--- src/rtl/u2u8_pkg.sv ---
// shared types and constants for the utf-16 to utf-8 encoder
package u2u8_pkg;

  localparam int QDepth = 4;
  localparam int QPtrW  = $clog2(QDepth);
  localparam int QCntW  = $clog2(QDepth + 1);

  typedef enum logic [1:0] {
    ST_OK         = 2'd0,
    ST_INCOMPLETE = 2'd1,
    ST_BAD_PAIR   = 2'd2
  } status_t;

  // one run of results caused by one input word; count 0 means status only
  typedef struct packed {
    logic [3:0][7:0] bytes;
    logic [2:0]      count;
    status_t         status;
    logic            strm_end;
  } run_t;

  localparam logic [21:0] LeadTag  = 22'h36;
  localparam logic [21:0] TrailTag = 22'h37;
  localparam logic [31:0] SuppBase = 32'h0001_0000;

endpackage

--- src/rtl/u2u8_front.sv ---
// front end: config register, surrogate pairing and utf-8 byte formation
module u2u8_front (
  input  logic              clk,
  input  logic              rst_n,
  input  logic              cfg_wr_en,
  input  logic              cfg_wr_data,
  input  logic              in_valid,
  input  logic [31:0]       in_code_unit,
  input  logic              in_last_unit,
  input  logic              q_ready,
  output logic              in_ready,
  output logic              q_push,
  output u2u8_pkg::run_t    q_run
);

  logic       wide_r;
  logic [9:0] held_r, held_nxt;
  logic       lead_r, lead_nxt;
  logic       drop_r, drop_nxt;

  logic [31:0]     unit;
  logic [31:0]     cp;
  logic            is_trail;
  logic            is_lead;
  logic            emit;
  logic [2:0]      n;
  logic [3:0][7:0] b;
  u2u8_pkg::run_t  run;
  logic            acc;

  assign in_ready = q_ready;
  assign acc      = in_valid && in_ready;

  assign unit     = wide_r ? in_code_unit : {16'h0000, in_code_unit[15:0]};
  assign is_trail = (unit[31:10] == u2u8_pkg::TrailTag);
  assign is_lead  = !wide_r && (unit[31:10] == u2u8_pkg::LeadTag);

  // code point to encode
  always_comb begin
    if (lead_r) begin
      cp = u2u8_pkg::SuppBase + {12'h000, held_r, unit[9:0]};
    end else begin
      cp = unit;
    end
  end

  // utf-8 byte formation
  always_comb begin
    n = 3'd0;
    b = '0;
    if (cp <= 32'h7f) begin
      n    = 3'd1;
      b[0] = cp[7:0];
    end else if (cp <= 32'h7ff) begin
      n    = 3'd2;
      b[0] = {3'b110, cp[10:6]};
      b[1] = {2'b10, cp[5:0]};
    end else if (cp <= 32'hd7ff || (cp > 32'hdfff && cp <= 32'hffff)) begin
      n    = 3'd3;
      b[0] = {4'b1110, cp[15:12]};
      b[1] = {2'b10, cp[11:6]};
      b[2] = {2'b10, cp[5:0]};
    end else if (cp > 32'hffff && cp <= 32'h10ffff) begin
      n    = 3'd4;
      b[0] = {5'b11110, cp[20:18]};
      b[1] = {2'b10, cp[17:12]};
      b[2] = {2'b10, cp[11:6]};
      b[3] = {2'b10, cp[5:0]};
    end
  end

  // classification and state update
  always_comb begin
    held_nxt     = held_r;
    lead_nxt     = lead_r;
    drop_nxt     = drop_r;
    emit         = 1'b0;
    run          = '0;
    run.status   = u2u8_pkg::ST_OK;
    run.strm_end = in_last_unit;
    if (drop_r) begin
      emit       = in_last_unit;
      run.status = u2u8_pkg::ST_BAD_PAIR;
    end else if (lead_r && !is_trail) begin
      emit       = 1'b1;
      run.status = u2u8_pkg::ST_BAD_PAIR;
      lead_nxt   = 1'b0;
      held_nxt   = '0;
      drop_nxt   = !in_last_unit;
    end else if (!lead_r && is_lead) begin
      if (in_last_unit) begin
        emit       = 1'b1;
        run.status = u2u8_pkg::ST_INCOMPLETE;
      end else begin
        lead_nxt = 1'b1;
        held_nxt = unit[9:0];
      end
    end else begin
      lead_nxt  = 1'b0;
      held_nxt  = '0;
      run.bytes = b;
      run.count = n;
      emit      = (n != 3'd0) || in_last_unit;
    end
    if (in_last_unit) begin
      held_nxt = '0;
      lead_nxt = 1'b0;
      drop_nxt = 1'b0;
    end
  end

  assign q_push = acc && emit;
  assign q_run  = run;

  always_ff @(posedge clk) begin
    if (!rst_n) begin
      wide_r <= 1'b0;
      held_r <= '0;
      lead_r <= 1'b0;
      drop_r <= 1'b0;
    end else begin
      if (cfg_wr_en) begin
        wide_r <= cfg_wr_data;
      end
      if (acc) begin
        held_r <= held_nxt;
        lead_r <= lead_nxt;
        drop_r <= drop_nxt;
      end
    end
  end

endmodule

--- src/rtl/u2u8_queue.sv ---
// small queue of byte runs between the front and back ends
module u2u8_queue (
  input  logic           clk,
  input  logic           rst_n,
  input  logic           push,
  input  u2u8_pkg::run_t push_run,
  output logic           ready,
  input  logic           pop,
  output logic           q_valid,
  output u2u8_pkg::run_t q_run
);

  u2u8_pkg::run_t mem [u2u8_pkg::QDepth];

  logic [u2u8_pkg::QPtrW-1:0] wr_ptr_r, wr_ptr_nxt;
  logic [u2u8_pkg::QPtrW-1:0] rd_ptr_r, rd_ptr_nxt;
  logic [u2u8_pkg::QCntW-1:0] cnt_r, cnt_nxt;
  logic                       do_push;
  logic                       do_pop;

  assign ready   = (cnt_r != u2u8_pkg::QCntW'(u2u8_pkg::QDepth));
  assign q_valid = (cnt_r != '0);
  assign q_run   = mem[rd_ptr_r];
  assign do_push = push && ready;
  assign do_pop  = pop && q_valid;

  always_comb begin
    wr_ptr_nxt = do_push ? wr_ptr_r + 1'b1 : wr_ptr_r;
    rd_ptr_nxt = do_pop ? rd_ptr_r + 1'b1 : rd_ptr_r;
    cnt_nxt    = cnt_r;
    if (do_push && !do_pop) begin
      cnt_nxt = cnt_r + 1'b1;
    end else if (do_pop && !do_push) begin
      cnt_nxt = cnt_r - 1'b1;
    end
  end

  always_ff @(posedge clk) begin
    if (do_push) begin
      mem[wr_ptr_r] <= push_run;
    end
  end

  always_ff @(posedge clk) begin
    if (!rst_n) begin
      wr_ptr_r <= '0;
      rd_ptr_r <= '0;
      cnt_r    <= '0;
    end else begin
      wr_ptr_r <= wr_ptr_nxt;
      rd_ptr_r <= rd_ptr_nxt;
      cnt_r    <= cnt_nxt;
    end
  end

endmodule

--- src/rtl/u2u8_back.sv ---
// back end: serializes byte runs into output words through an output register
module u2u8_back (
  input  logic           clk,
  input  logic           rst_n,
  input  logic           q_valid,
  input  u2u8_pkg::run_t q_run,
  output logic           q_pop,
  output logic           out_valid,
  input  logic           out_ready,
  output logic [7:0]     out_byte,
  output logic           out_byte_valid,
  output logic           out_run_end,
  output logic [1:0]     out_status,
  output logic           out_stream_end
);

  u2u8_pkg::run_t cur_r;
  logic           cur_valid_r, cur_valid_nxt;
  logic [1:0]     idx_r, idx_nxt;
  logic           out_valid_r, out_valid_nxt;
  logic [7:0]     byte_r;
  logic           bval_r;
  logic           rend_r;
  logic [1:0]     stat_r;
  logic           send_r;

  logic       out_free;
  logic       take;
  logic       fin;
  logic [1:0] cnt_m1;
  logic [1:0] last_idx;

  assign out_free = !out_valid_r || out_ready;
  assign cnt_m1   = cur_r.count[1:0] - 2'd1;
  assign last_idx = (cur_r.count == 3'd0) ? 2'd0 : cnt_m1;
  assign take     = cur_valid_r && out_free;
  assign fin      = take && (idx_r == last_idx);
  assign q_pop    = q_valid && (!cur_valid_r || fin);

  always_comb begin
    cur_valid_nxt = cur_valid_r;
    idx_nxt       = idx_r;
    if (q_pop) begin
      cur_valid_nxt = 1'b1;
      idx_nxt       = 2'd0;
    end else if (fin) begin
      cur_valid_nxt = 1'b0;
      idx_nxt       = 2'd0;
    end else if (take) begin
      idx_nxt = idx_r + 2'd1;
    end
    if (take) begin
      out_valid_nxt = 1'b1;
    end else if (out_ready) begin
      out_valid_nxt = 1'b0;
    end else begin
      out_valid_nxt = out_valid_r;
    end
  end

  always_ff @(posedge clk) begin
    if (!rst_n) begin
      cur_valid_r <= 1'b0;
      idx_r       <= 2'd0;
      out_valid_r <= 1'b0;
    end else begin
      cur_valid_r <= cur_valid_nxt;
      idx_r       <= idx_nxt;
      out_valid_r <= out_valid_nxt;
    end
  end

  always_ff @(posedge clk) begin
    if (q_pop) begin
      cur_r <= q_run;
    end
    if (take) begin
      bval_r <= (cur_r.count != 3'd0);
      byte_r <= (cur_r.count == 3'd0) ? 8'h00 : cur_r.bytes[idx_r];
      rend_r <= (idx_r == last_idx);
      stat_r <= cur_r.status;
      send_r <= cur_r.strm_end && (idx_r == last_idx);
    end
  end

  assign out_valid      = out_valid_r;
  assign out_byte       = byte_r;
  assign out_byte_valid = bval_r;
  assign out_run_end    = rend_r;
  assign out_status     = stat_r;
  assign out_stream_end = send_r;

endmodule

--- src/rtl/utf16_to_utf8_encoder_top.sv ---
// top level of the utf-16 / utf-32 to utf-8 encoder
//
// input channel: in_valid/in_ready carry one code unit word (in_code_unit,
// in_last_unit) per cycle while in_ready is high; a high surrogate is held
// and paired with the next word. output channel: out_valid/out_ready carry
// one utf-8 byte word per cycle while out_ready is high, with byte_valid,
// run_end, status and stream_end marks. cfg_wr_en/cfg_wr_data write the
// wide-units mode bit; the user must write it only while idle, which the
// block does not enforce. each word passes the run queue and current-run
// register before its bytes reach the output register. a word that forms n
// bytes occupies the output for n words, and a four-entry run queue lets
// input continue while longer runs drain. reset: synchronous active-low rst_n
// clears the mode bit, the held surrogate, the drop state, the queue and the
// output register. when the receiver stalls, the output register holds its
// word, the queue fills, and in_ready drops once four runs are waiting.
module utf16_to_utf8_encoder_top (
  input  logic        clk,
  input  logic        rst_n,
  input  logic        cfg_wr_en,
  input  logic        cfg_wr_data,
  input  logic        in_valid,
  output logic        in_ready,
  input  logic [31:0] in_code_unit,
  input  logic        in_last_unit,
  output logic        out_valid,
  input  logic        out_ready,
  output logic [7:0]  out_byte,
  output logic        out_byte_valid,
  output logic        out_run_end,
  output logic [1:0]  out_status,
  output logic        out_stream_end
);

  logic           q_ready;
  logic           q_push;
  u2u8_pkg::run_t push_run;
  logic           q_pop;
  logic           q_valid;
  u2u8_pkg::run_t head_run;

  u2u8_front u_front (
    .clk          (clk),
    .rst_n        (rst_n),
    .cfg_wr_en    (cfg_wr_en),
    .cfg_wr_data  (cfg_wr_data),
    .in_valid     (in_valid),
    .in_code_unit (in_code_unit),
    .in_last_unit (in_last_unit),
    .q_ready      (q_ready),
    .in_ready     (in_ready),
    .q_push       (q_push),
    .q_run        (push_run)
  );

  u2u8_queue u_queue (
    .clk      (clk),
    .rst_n    (rst_n),
    .push     (q_push),
    .push_run (push_run),
    .ready    (q_ready),
    .pop      (q_pop),
    .q_valid  (q_valid),
    .q_run    (head_run)
  );

  u2u8_back u_back (
    .clk            (clk),
    .rst_n          (rst_n),
    .q_valid        (q_valid),
    .q_run          (head_run),
    .q_pop          (q_pop),
    .out_valid      (out_valid),
    .out_ready      (out_ready),
    .out_byte       (out_byte),
    .out_byte_valid (out_byte_valid),
    .out_run_end    (out_run_end),
    .out_status     (out_status),
    .out_stream_end (out_stream_end)
  );

endmodule

--- config.mk ---
export PLATFORM = sky130hd
export DESIGN_NAME = utf16_to_utf8_encoder_top
export DESIGN_NICKNAME = d
export VERILOG_FILES = /design/src/rtl/u2u8_pkg.sv /design/src/rtl/u2u8_front.sv /design/src/rtl/u2u8_queue.sv /design/src/rtl/u2u8_back.sv /design/src/rtl/utf16_to_utf8_encoder_top.sv
export SDC_FILE = /design/constraint.sdc
export NUM_CORES = 1
export LEC_CHECK = 0
export ABC_AREA = 1
export ABC_CLOCK_PERIOD_IN_PS = 9100
export BUFFER_PORTS_ARGS = -buffer_cell sky130_fd_sc_hd__buf_2
export CAP_MARGIN = 20
export CORE_ASPECT_RATIO = 1.5
export CORE_MARGIN = 5
export CORE_UTILIZATION = 35
export DETAILED_ROUTE_END_ITERATION = 12
export SYNTH_ARGS = -nofsm -noshare
export SYNTH_HDL_FRONTEND = slang
export SYNTH_SLANG_ARGS = --single-unit
--- constraint.sdc ---
create_clock -name clk -period 9.1 [get_ports clk]
set_input_delay 1.82 -clock clk [delete_from_list [all_inputs] [get_ports clk]]
set_output_delay 1.82 -clock clk [all_outputs]
set_load 0.1 [all_outputs]
== Word level (Yosys, flattened, before mapping) ==
Memory sizes are Yosys's and may differ from the RTL's. A register that Yosys moved wholly into a read port is not among the register bits.
Index checks and enable logic that the tools add are counted.

* Flip-flop bits (word level): 37
* Bits in writable memories: 152
* Bits of input ports: 39
* Output and inout port bits: 15
* Word-level logic and storage cells: 119
* Memories kept: 1

* $add $sub $neg: 7
* Magnitude comparators: 8
* Equal/unequal tests: 5
* Mux-type cells: 46
* Bitwise operators: 1
* Reduce and logical (&&, ||, !) cells: 36

{| class="wikitable"
|+ Memory list
! memory !! words !! width !! rd ports !! clocked after memory_dff !! wr ports !! RTL line !! RTL
|-
| u_queue.mem || 4 || 38 || 1 || 1 || 1 || u2u8_queue.sv:13 || <nowiki>u2u8_pkg::run_t mem [u2u8_pkg::QDepth];</nowiki>
|}

{| class="wikitable"
|+ Operators with widths
! operator !! count
|-
| $mux 35 || 3
|-
| $mux 32 || 3
|-
| $gt 32x16->1 const B || 2
|-
| $le 32x16->1 const B || 2
|-
| $mux 24 || 2
|-
| $eq 22x6->1 const B || 2
|-
| $mux 10 || 4
|-
| $le 32x11->1 const B || 1
|-
| $le 32x21->1 const B || 1
|-
| $le 32x7->1 const B || 1
|-
| $mux 16 || 2
|-
| $mux 8 || 3
|-
| $add 17x20->21 const A || 1
|-
| $mux 1 || 19
|-
| $mux 3 || 6
|-
| $bmux 8 s2 || 1
|-
| $logic_and 1x1->1 || 15
|-
| $reduce_bool 3->1 || 3
|-
| $logic_not 1->1 || 8
|-
| $add 2x1->2 const B || 3
|-
| $mux 2 || 3
|-
| $reduce_bool 2->1 || 3
|-
| $logic_or 1x1->1 || 4
|-
| $add 3x1->3 const B || 1
|-
| other kinds (10) || 10
|}

== Longest topological paths before layout ==
Gate-level depths: netlist of the first run.

* Word-level depth: 20
* Mapped depth: 21
* Mapped depth without buffers: 21

== Cells and area by module ==
From an unflattened synthesis of the first run, not the netlist that was laid out.

* Cell total of the unflattened synthesis: 948
* Area, all modules: 10226.1 um^2

{| class="wikitable"
|+ Modules (own cells, without submodules)
! module !! instances !! cells each !! area each (um^2) !! seq. area each (um^2)
|-
| u2u8_queue || 1 || 436 || 6119.6 || 4744.6
|-
| u2u8_back || 1 || 152 || 2092.0 || 1611.5
|-
| u2u8_front || 1 || 360 || 2014.4 || 260.2
|}

== Worst setup path after synthesis of the first run ==
OpenSTA, ideal clock, no wires.

* Path type: in2reg
* Start: input in_code_unit[27]
* End: memory u_queue.mem[0][0] in the netlist's numbering (enable)
* Arrival: 4281 ps
* Data required time: 8675 ps
* Slack: 4394 ps
* Stages: 9
* Cell sequence: nor2_1 -> nor2_1 -> nor2_1 -> nand2_1 -> a21oi_4 -> nand3_4 -> nand3_1 -> nand2_1 -> nor2_1

* Cells in the longest elaborated chain, start to end: 17
* Elaborated cells on any way between the ends: 31
* Those cells by class: 7 x order compare; 2 x eq/ne; 11 x mux; 11 x reduce/logical

{| class="wikitable"
|+ Ends and longest elaborated chain
! item !! RTL line !! RTL
|-
| from (decl) || utf16_to_utf8_encoder_top.sv:23 || <nowiki>input logic [31:0] in_code_unit,</nowiki>
|-
| $mux 32 (*) || u2u8_front.sv:34 || <nowiki>assign unit = wide_r ? in_code_unit : {16'h0000, in_code_unit[15:0]};</nowiki>
|-
| $mux 32 || u2u8_front.sv:40 || <nowiki>if (lead_r) begin</nowiki>
|-
| $gt 32x16->1, or another cell as far along || u2u8_front.sv:63 || <nowiki>end else if (cp > 32'hffff && cp <= 32'h10ffff) begin</nowiki>
|-
| $logic_and 1x1->1, on equally long branches || u2u8_front.sv:63, u2u8_front.sv:58 ||
|-
| $mux 3 / $logic_or 1x1->1 (equally long branches) || u2u8_front.sv:63, u2u8_front.sv:58 ||
|-
| $mux 3 || u2u8_front.sv:58 || <nowiki>end else if (cp <= 32'hd7ff || (cp > 32'hdfff && cp <= 32'hffff)) begin</nowiki>
|-
| $mux 3 || u2u8_front.sv:54 || <nowiki>end else if (cp <= 32'h7ff) begin</nowiki>
|-
| $mux 3 || u2u8_front.sv:51 || <nowiki>if (cp <= 32'h7f) begin</nowiki>
|-
| $reduce_bool 3->1 || u2u8_front.sv:103 || <nowiki>emit = (n != 3'd0) || in_last_unit;</nowiki>
|-
| $logic_or 1x1->1 || u2u8_front.sv:103 ||
|-
| $mux 1 || u2u8_front.sv:90 || <nowiki>end else if (!lead_r && is_lead) begin</nowiki>
|-
| $mux 1 (*) || u2u8_front.sv:84 || <nowiki>end else if (lead_r && !is_trail) begin</nowiki>
|-
| $mux 1 (*) || u2u8_front.sv:81 || <nowiki>if (drop_r) begin</nowiki>
|-
| $logic_and 1x1->1 (*) || u2u8_front.sv:112 || <nowiki>assign q_push = acc && emit;</nowiki>
|-
| $logic_and 1x1->1 (*) || u2u8_queue.sv:24 || <nowiki>assign do_push = push && ready;</nowiki>
|-
| $mux 1 (*) || u2u8_queue.sv:39 || <nowiki>if (do_push) begin</nowiki>
|-
| $mux 1 (implied by the code) (*) || u2u8_queue.sv:40 || <nowiki>mem[wr_ptr_r] <= push_run;</nowiki>
|-
| to (decl) || u2u8_queue.sv:13 ||
|}

Every way passes the cells marked *; elsewhere a longest branch is shown, timed or not.

== Worst setup path in the final report of the first run ==
* Start: input in_code_unit[25]
* End: register u_queue.cnt_r[1] in the netlist's numbering

* Elaborated cells on any way between the ends: 34
* Those cells by class: 7 x order compare; 2 x eq/ne; 10 x mux; 15 x reduce/logical

{| class="wikitable"
|+ RTL lines
! item !! RTL line !! RTL
|-
| $mux 32 (*) || u2u8_front.sv:34 ||
|-
| $mux 32 || u2u8_front.sv:40 ||
|-
| $gt 32x16->1, or another cell as far along || u2u8_front.sv:63 ||
|-
| $logic_and 1x1->1, on equally long branches || u2u8_front.sv:63, u2u8_front.sv:58 ||
|-
| $mux 3 / $logic_or 1x1->1 (equally long branches) || u2u8_front.sv:63, u2u8_front.sv:58 ||
|-
| $mux 3 || u2u8_front.sv:58 ||
|-
| $mux 3 || u2u8_front.sv:54 ||
|-
| $mux 3 || u2u8_front.sv:51 ||
|-
| [... 3 more ...] || - ||
|-
| $mux 1 (*) || u2u8_front.sv:84 ||
|-
| $mux 1 (*) || u2u8_front.sv:81 ||
|-
| $logic_and 1x1->1 (*) || u2u8_front.sv:112 ||
|-
| $logic_and 1x1->1 (*) || u2u8_queue.sv:24 ||
|-
| net u_queue.do_push || u2u8_queue.sv:18 || <nowiki>logic do_push;</nowiki>
|-
| $logic_and 1x1->1 (*) || u2u8_queue.sv:31 || <nowiki>if (do_push && !do_pop) begin</nowiki>
|-
| $mux 3 (*) || u2u8_queue.sv:31 ||
|-
| net u_queue.cnt_nxt (one bit) || u2u8_queue.sv:17 || <nowiki>logic [u2u8_pkg::QCntW-1:0] cnt_r, cnt_nxt;</nowiki>
|-
| to (signal assigned) || u2u8_queue.sv:52 || <nowiki>cnt_r <= cnt_nxt;</nowiki>
|-
| to (decl) || u2u8_queue.sv:17 ||
|}

Mark *: on every way through the listed nets, which the timed path passes. The rest lies on a longest branch.
A chain may end at the register's enable or synchronous reset.

==> results of run 1 <==
[stage by stage]
stage	hold slack, ns	power [mW]	cell area (sq um)	setup slack, ns	instances
2_1_floorplan	0.4003	2.140	8921	4.394	834
3_3_place_gp	0.4100	2.397	9512	4.534	1186
3_5_place_dp	0.4045	2.417	9512	4.491	1186
4_1_cts	0.4203	3.271	10190	4.997	1222
5_1_grt	0.4273	3.419	10190	4.717	1222
6_report	0.4200	3.238	10190	5.002	1222
[worst max path at each step]
stage | startpoint | end | slack (ns) | depth (start not counted)
6_report | in_code_unit[25] | u_queue.cnt_r[1] | 5.00 | 16
5_1_grt | in_code_unit[21] | u_queue.cnt_r[1] | 4.72 | 16
4_1_cts | in_code_unit[25] | u_queue.cnt_r[1] | 5.00 | 16
3_5_place_dp | in_code_unit[25] | u_queue.cnt_r[1] | 4.49 | 16
3_3_place_gp | in_code_unit[25] | u_queue.cnt_r[1] | 4.53 | 16
2_1_floorplan | in_code_unit[27] | u_queue.mem[0][0] | 4.39 | 9
[cell usage after synthesis, drive strengths merged]
library cell	instances
o2111a	1
o211ai	1
a21oi	41
nor3b	1
nand3	26
buf	12
nand2	135
fa	1
xor2	4
o21ai	103
clkbuf	26
nor3	3
nor4	2
dfxtp	24
edfxtp	183
o22ai	34
nand4	3
nor2	160
ha	6
nand3b	1
inv	67
[state kept, by name, summed over array words and instances, names as in the netlist, 2 cells and up]
register / count
u_back.out_byte: 8
u_back.out_status: 2
u_back.idx_r: 2
u_queue.cnt_r: 3
u_queue.wr_ptr_r: 2
u_queue.mem: 136
u_queue.rd_ptr_r: 2
u_back.cur_r: 34
u_front.held_r: 10
[routing by layer]
metal	global-route usage	share of wire	wire length, um	up-vias
met3	0.01558	0.039	775	34
met1	0.1648	0.40	8031	2881
met4	0.04882	0.027	541	0
li1	-	-	-	2965
met5	0	0	0	-
met2	0.2622	0.53	10650	145
[power by group through the flow]
stage	Combinational (mW)	Sequential [mW]	Clock (mW)
after floorplan	0.545	1.59	0
after global placement	0.951	1.45	0
after detailed placement	0.973	1.44	0
after CTS	0.976	1.42	0.870
after global routing	1.07	1.44	0.907
final	0.962	1.42	0.854
[critical path, delay by kind of cell]
| family | cells | cell delay [ns] |
|---|---|---|
| compound gates | 3 | 0.40 |
| fa+ha+maj | 2 | 0.63 |
| buf+inv | 3 | 0.31 |
| simple gates | 8 | 1.32 |
[cell families (layout without fill, tap and decap cells)]
logic type	after synthesis	count (layout)
compound gates	180	180
simple gates	331	331
flops	207	207
fa+ha+maj	7	7
xor+xnor	4	4
buf+inv	105	165
[layout make-up]
type,instances,area [sq um]
well taps,328,410.4
repair buffers,62,332.8
multi-input cells,522,2536
inverters,67,254.0
flip-flops and latches,207,5978
clock buffers,25,540.5
fillers,2397,14950
clock inverters,11,140.1
==> flow_summary.yaml, run 1 <==
finish:
  final_core_util: 0.4054
  drive_gt1_frac: 0.1387
  diodes: 0
  layout_commonest_cell: "edfxtp_1"
  area_growth_pct: 14.25
  layout_common_cells: "edfxtp_1 (183), nor2_1 (149), nand2_1 (129), o21ai_0 (101), inv_1 (58)"
  nets: 926
pwr:
  ir_worst_vdd_mv: 0.1631
  leakagePower_nw: 3.775
  power.switching_mw: 1.165
  cellInternalPower_mw: 2.073
  combPwrFrac: 0.297
  sw_frac_of_total: 0.3599
  power_frac_clock: 0.264
  p_per_area_nw_per_um2: 317.7
  p_seq_frac: 0.439
routing:
  drtPass1Iterations: 5
  wire_per_inst_um: 16.36
  drc: 0
  drt_iter0_markers: 373
  vias_per_cell: 4.930
  routed_wl_mm: 20.00
  postRouteAntennaNets: 0
  num_vias: 6025
logic_synthesis:
  synthesis.instances: 834
  synth_warnings: 0
  synth_compound_area_frac: 0.1084
  synthesis.nets: 880
  synthTopCellsByArea: "edfxtp_1 (62%), nor2_1 (6.4%), o21ai_0 (5.7%)"
  synthSimpleGateAreaFrac: 0.1579
  ys_types: 37
  ys_ff_latch: 207
  synth_top_family_by_area: "simple AND/OR/NAND/NOR gates"
  syn_area_sq_um: 8921
  synth-seq-area-share: 0.6698
  yosys-mux-area-fraction: 0
  yosysTopAreaCell: "edfxtp_1"
  yosysTopAreaCellShare: 0.6160
  yosys.area_share.adder: 0.01066
  synth.avg_cell_area_sq_um: 10.70
  synthXorXnorAreaFrac: 0.003927
floorplan:
  num_rows: 71
  die_area_sq_um: 28850
  coreArea_sq_um: 25140
  initial_utilization: 0.3548
  ios: 54
  die_h_um: 205.5
  dieWidth_um: 140.4
flow_run:
  drv_cap: 0
clock_tree:
  cts_resized: 0
  cts_tree: "done"
  post-cts-setup-buffers: 0
  worstSkewPairLatency_ns: 0.48
  clk_pin_slew_ns: 0.07
  root_buffer: "clkbuf_16"
  cts_buffer_depth: 3
  h-tree-depth: 1
  clock_sinks: 207
  cts_hold_buf: 0
  cts_buffers: 20
min_path:
  hp-class: "register to register"
  hp-start: "u_back.cur_r[2]"
  whs_path_depth: 0
  min_to: "u_back.out_status[1]"
timing:
  relSlewSlack: 0.4353
  finClkSkew_ns: 0.009552
  worst_pin_slew_ns: 0.8439
  slew_viol_final: 0
  setup_viol: 0
  hold_viol: 0
  period_needed_ns: 4.098
  rsz0062_at_grt: "false"
  tns_ns: 0
  fmax_ghz: 0.2440
  finalCritPeriodShare: 0.4503
setup_path:
  slowest_stage: "fa_1"
  cp.required_ns: 9.47
  crit_path_start_kind: "input port"
  critPathArrivalTime_ns: 4.47
  regToRegSetupSlack_ns: 5.53
  crit_path_max_fanout: 7
  timing.rr.start: "u_front.lead_r"
  crit_path_end_kind: "register"
  worstPathCellList: "buf_2 -> o21ai_0 -> nand2_1 -> nor2_1 -> nand3_1 -> nand2_1 -> nand2_1 -> nor2_1 -> nand3_1 -> nand2_1 -> inv_1 -> ha_1 -> inv_1 -> fa_1 -> o21ai_0 -> a21oi_1"
  reg2reg_to: "u_queue.cnt_r[2]"
  r2r_cells: 20
  crit_top_cell: "nand2_1"
  slowest_delay_ns: 0.43
  path_class: "input port to register"
placement:
  place_congestion: 0.8839
  dp_hpwl_mm: 13.50
  io_buffers: 53
grt:
  overflow: 0
  grt_max_degree: 72
  grt_use_total: 0.1400
  antenna_found_initial: 0
  grt_pass1_vias: 6024
  grt_pass1_wl_mm: 32.32
outcome:
  status: "finished clean"
(Power assumes the default switching activity.)
==> run 2, diff against run 1 <==
- ABC_CLOCK_PERIOD_IN_PS: 9100 -> 3400
- clock period: 9.1 -> 3.4 ns (I/O delays scaled with it)
==> flow_summary.yaml, run 2 (synthesis gave the netlist of run 1 again) <==
finish:
  fin_cells: 1234
  layout_common_cells: "edfxtp_1 (183), nor2_1 (149), nand2_1 (129), o21ai_0 (101), inv_1 (58)"
  area_growth_pct: 16.40
  reg_top3: "u_queue.mem x136, u_back.cur_r x34, u_front.held_r x10"
  nets: 938
  largest_reg_flops: 136
  layout_commonest_cell: "edfxtp_1"
  registers.top_by_ff_count: "u_queue.mem"
  diodes: 0
  drive_gt1_frac: 0.1523
outcome:
  status: "finished clean"
routing:
  wire_per_inst_um: 15.73
  postRouteAntennaNets: 0
  num_vias: 5898
  vias_per_cell: 4.780
  drc: 0
  drt_iter0_markers: 266
  drtPass1Iterations: 5
  routed_wl_mm: 19.41
setup_path:
  crit_path_max_fanout: 9
  worstPathCellList: "inv_2 -> nand3_1 -> nand2_1 -> nor2_1 -> nand2_1 -> nor2_4 -> nand2_1 -> nand2_1 -> nand2_2 -> nand3_1 -> nand2_1 -> inv_1 -> ha_1 -> inv_1 -> fa_1 -> nor2_1 -> nor2_1 -> nand2_1 -> o21ai_0 -> a21oi_1"
  crit_path_end_kind: "register"
  crit_path_start_kind: "register"
  slowest_stage: "dfxtp_1"
  cp.required_ns: 3.79
  slowest_delay_ns: 0.51
  crit_top_cell: "nand2_1"
  path_class: "register to register"
  critPathArrivalTime_ns: 3.33
pwr:
  leakagePower_nw: 3.886
  ir_worst_vdd_mv: 0.3453
  p_per_area_nw_per_um2: 847.1
timing:
  period_needed_ns: 2.937
  rsz0062_at_grt: "false"
  setup_slack_ns: 0.4626
  finClkSkew_ns: 0.01381
  relSlewSlack: 0.4833
  tns_ns: 0
  slew_viol_final: 0
  finalCritPeriodShare: 0.8639
  setup_viol: 0
  fmax_ghz: 0.3404
  fin_hold_ws_ns: 0.4217
  worst_pin_slew_ns: 0.7709
  hold_viol: 0
flow_run:
  drv_cap: 0
grt:
  grt_max_degree: 71
  antenna_found_initial: 0
  grt_use_total: 0.1336
  grt_pass1_vias: 5957
  overflow: 0
  grt_pass1_wl_mm: 30.88
clock_tree:
  cts_tree: "done"
  worstSkewPairLatency_ns: 0.48
  h-tree-depth: 1
  cts_resized: 0
  clk_pin_slew_ns: 0.07
  clock_sinks: 207
  cts_buffer_depth: 3
  cts_hold_buf: 0
  post-cts-setup-buffers: 0
  cts_buffers: 20
  root_buffer: "clkbuf_16"
floorplan:
  num_rows: 71
  dieWidth_um: 140.4
  die_h_um: 205.5
  coreArea_sq_um: 25140
  die_area_sq_um: 28850
  initial_utilization: 0.3548
  ios: 54
placement:
  io_buffers: 53
  place_congestion: 0.8553
  pre_cts_ws_ns: 0.2993
  dp_hpwl_mm: 13.10
  dpl.cell_count: 1198
min_path:
  hp-class: "register to register"
[run 2: path summary, 6_finish.rpt]
kind                                       from  cells after the start  slack (ns)              endpoint
worst max-delay path             u_front.lead_r                     20        0.46      u_queue.cnt_r[2]
worst max register to register   u_front.lead_r                     20        0.46      u_queue.cnt_r[2]
worst min register to register  u_back.cur_r[1]                      0        0.42  u_back.out_status[0]
worst min-delay path            u_back.cur_r[1]                      0        0.42  u_back.out_status[0]
[run 2: power breakdown]
group | internal (mW) | switching (mW)
sequential | 3.58 | 0.147
clock | 1.50 | 0.889
combinational | 0.646 | 2.03
[run 2: cell type report]
cell class | instances | area [sq um]
inverter | 67 | 254.0
clock buffer | 27 | 578.1
fill | 2347 | 14760
tap | 328 | 410.4
timing repair buffer | 74 | 473.0
sequential | 207 | 5977
multi-input combinational | 522 | 2536
clock inverter | 9 | 155.1
[run 2: metrics by stage]
| step | area (sq um) | power [mW] | utilization |
|---|---|---|---|
| 6_report | 10380 | 8.796 | 0.4130 |
| 3_5_place_dp | 9651 | 6.509 | 0.3839 |
| 4_1_cts | 10380 | 8.909 | 0.4130 |
| 5_1_grt | 10380 | 9.305 | 0.4130 |
| 2_1_floorplan | 8921 | 5.727 | - |
| 3_3_place_gp | 9651 | 6.469 | 0.3839 |
[run 2: per-layer routing]
| metal | GRT usage | vias up | share of wire |
|---|---|---|---|
| li1 | - | 2988 | - |
| met3 | 0.01465 | 24 | 0.040 |
| met5 | 0 | - | 0 |
| met4 | 0.03774 | 0 | 0.019 |
| met1 | 0.1580 | 2763 | 0.41 |
| met2 | 0.2539 | 123 | 0.53 |
[run 2: worst max-delay path: cells and delay by family (launching register included)]
kind                     cells  cell delay (ns)
AND/OR/NAND/NOR             13             1.35
flip-flops                   1             0.51
adder cells (fa/ha/maj)      2             0.51
buffers and inverters        3             0.28
AO/OA/AOI/OAI                2             0.22
==> run 3, diff against run 2 <==
- ABC_CLOCK_PERIOD_IN_PS: 3400 -> 2900
- clock period: 3.4 -> 2.9 ns (I/O delays scaled with it)
==> flow_summary.yaml, run 3 (synthesis gave the netlist of run 1 again) <==
timing:
  rsz0062_at_grt: "false"
  fmax_ghz: 0.3771
  period_needed_ns: 2.652
  slew_viol_final: 0
  setup_viol: 0
  setup_slack_ns: 0.2479
  worst_pin_slew_ns: 0.6855
  hold_viol: 0
  finalCritPeriodShare: 0.9145
  tns_ns: 0
  finClkSkew_ns: 0.01004
  fin_hold_ws_ns: 0.3374
  relSlewSlack: 0.5430
finish:
  multi_input_area_sq_um: 2559
  layout_common_cells: "edfxtp_1 (183), nor2_1 (149), nand2_1 (129), o21ai_0 (101), inv_1 (58)"
  stdcell_area_sq_um: 10490
  area_growth_pct: 17.63
  nets: 953
  drive_gt1_frac: 0.1705
  final_core_util: 0.4174
  largest_reg_flops: 136
  fin_cells: 1249
  fill_cells: 2364
  reg_top3: "u_queue.mem x136, u_back.cur_r x34, u_front.held_r x10"
  registers.top_by_ff_count: "u_queue.mem"
  layout_commonest_cell: "edfxtp_1"
  layout.area.seq_sq_um: 5978
  diodes: 0
clock_tree:
  post-cts-setup-buffers: 0
  clock_sinks: 207
  cts_tree: "done"
  root_buffer: "clkbuf_16"
  cts_buffer_depth: 3
  h-tree-depth: 1
  clk_pin_slew_ns: 0.06
  cts_buffers: 20
  cts_hold_buf: 0
  cts_resized: 0
  worstSkewPairLatency_ns: 0.49
grt:
  grt_pass1_wl_mm: 31.40
  grt_max_degree: 71
  grt_pass1_vias: 6051
  antenna_found_initial: 0
  overflow: 0
  grt_use_total: 0.1369
pwr:
  p_per_area_nw_per_um2: 967.3
  p_seq_frac: 0.428
  power_frac_clock: 0.247
  cellInternalPower_mw: 6.471
  power.switching_mw: 3.680
  combPwrFrac: 0.324
  ir_worst_vdd_mv: 0.4422
  leakagePower_nw: 3.946
  power_mw: 10.15
  sw_frac_of_total: 0.3625
setup_path:
  crit_path_max_fanout: 5
  path_class: "register to register"
  cp.required_ns: 3.32
  critPathArrivalTime_ns: 3.07
  crit_path_start_kind: "register"
  crit_path_end_kind: "register"
placement:
  dpl_cell_area_sq_um: 9826
  dp_hpwl_mm: 13.59
  io_buffers: 53
  dpl.cell_count: 1213
  place_congestion: 0.8504
  pre_cts_ws_ns: 0.02056
floorplan:
  num_rows: 71
  dieWidth_um: 140.4
  die_area_sq_um: 28850
  ios: 54
  die_h_um: 205.5
  coreArea_sq_um: 25140
  initial_utilization: 0.3548
min_path:
  hp-class: "input port to register"
routing:
  routed_wl_mm: 19.51
  drc: 0
  postRouteAntennaNets: 0
  drt_iter0_markers: 350
  drtPass1Iterations: 4
  vias_per_cell: 4.787
  wire_per_inst_um: 15.62
  num_vias: 5979
flow_run:
  drv_cap: 0
outcome:
  status: "finished clean"
==> run 3: area by class of cell <==
cell class | instances | area share
multi-input combinational | 522 | 0.2438
clock buffer | 25 | 0.05437
clock inverter | 11 | 0.007512
sequential | 207 | 0.5697
tap | 328 | 0.03911
timing repair buffer | 89 | 0.06129
inverter | 67 | 0.02420
==> run 3: power groups by stage <==
| stage | Combinational, mW | Sequential (mW) | Clock (mW) |
|---|---|---|---|
| 6_report | 3.29 | 4.35 | 2.51 |
| 5_1_grt | 3.66 | 4.41 | 2.69 |
| 4_1_cts | 3.33 | 4.35 | 2.57 |
| 3_5_place_dp | 3.33 | 4.42 | 0 |
| 3_3_place_gp | 3.24 | 4.42 | 0 |
| 2_1_floorplan | 1.72 | 5.00 | 0 |
==> run 3: worst paths after layout <==
kind                startpoint  slack (ns)                    to  cells past startpoint
max          u_front.held_r[6]        0.25      u_queue.cnt_r[2]                     20
min                cfg_wr_data        0.34        u_front.wide_r                      3
min reg2reg    u_back.cur_r[2]        0.42  u_back.out_status[1]                      0
max reg2reg  u_front.held_r[6]        0.25      u_queue.cnt_r[2]                     20
==> run 3: critical path: stages (launching register included) <==
cell and delay [ns]:
dfxtp_1 0.32, ha_1 0.28, nand2_1 0.10, o21ai_1 0.10
nor2_1 0.10, nand2_1 0.09, nor2_4 0.12, nand2_1 0.08
nand2_1 0.11, nand2_4 0.09, nand3_4 0.11, nand2_1 0.07
inv_1 0.05, ha_1 0.13, inv_1 0.06, fa_1 0.37
nor2_1 0.11, nor2_1 0.04, nand2_1 0.07, o21ai_0 0.07
a21oi_1 0.12
==> run 3: metal layers <==
layer	GRT usage	wire [um]	up-vias
li1	-	-	3018
met1	0.1562	7666	2812
met4	0.03566	302	0
met3	0.01697	857	24
met5	0	0	-
met2	0.2666	10690	125
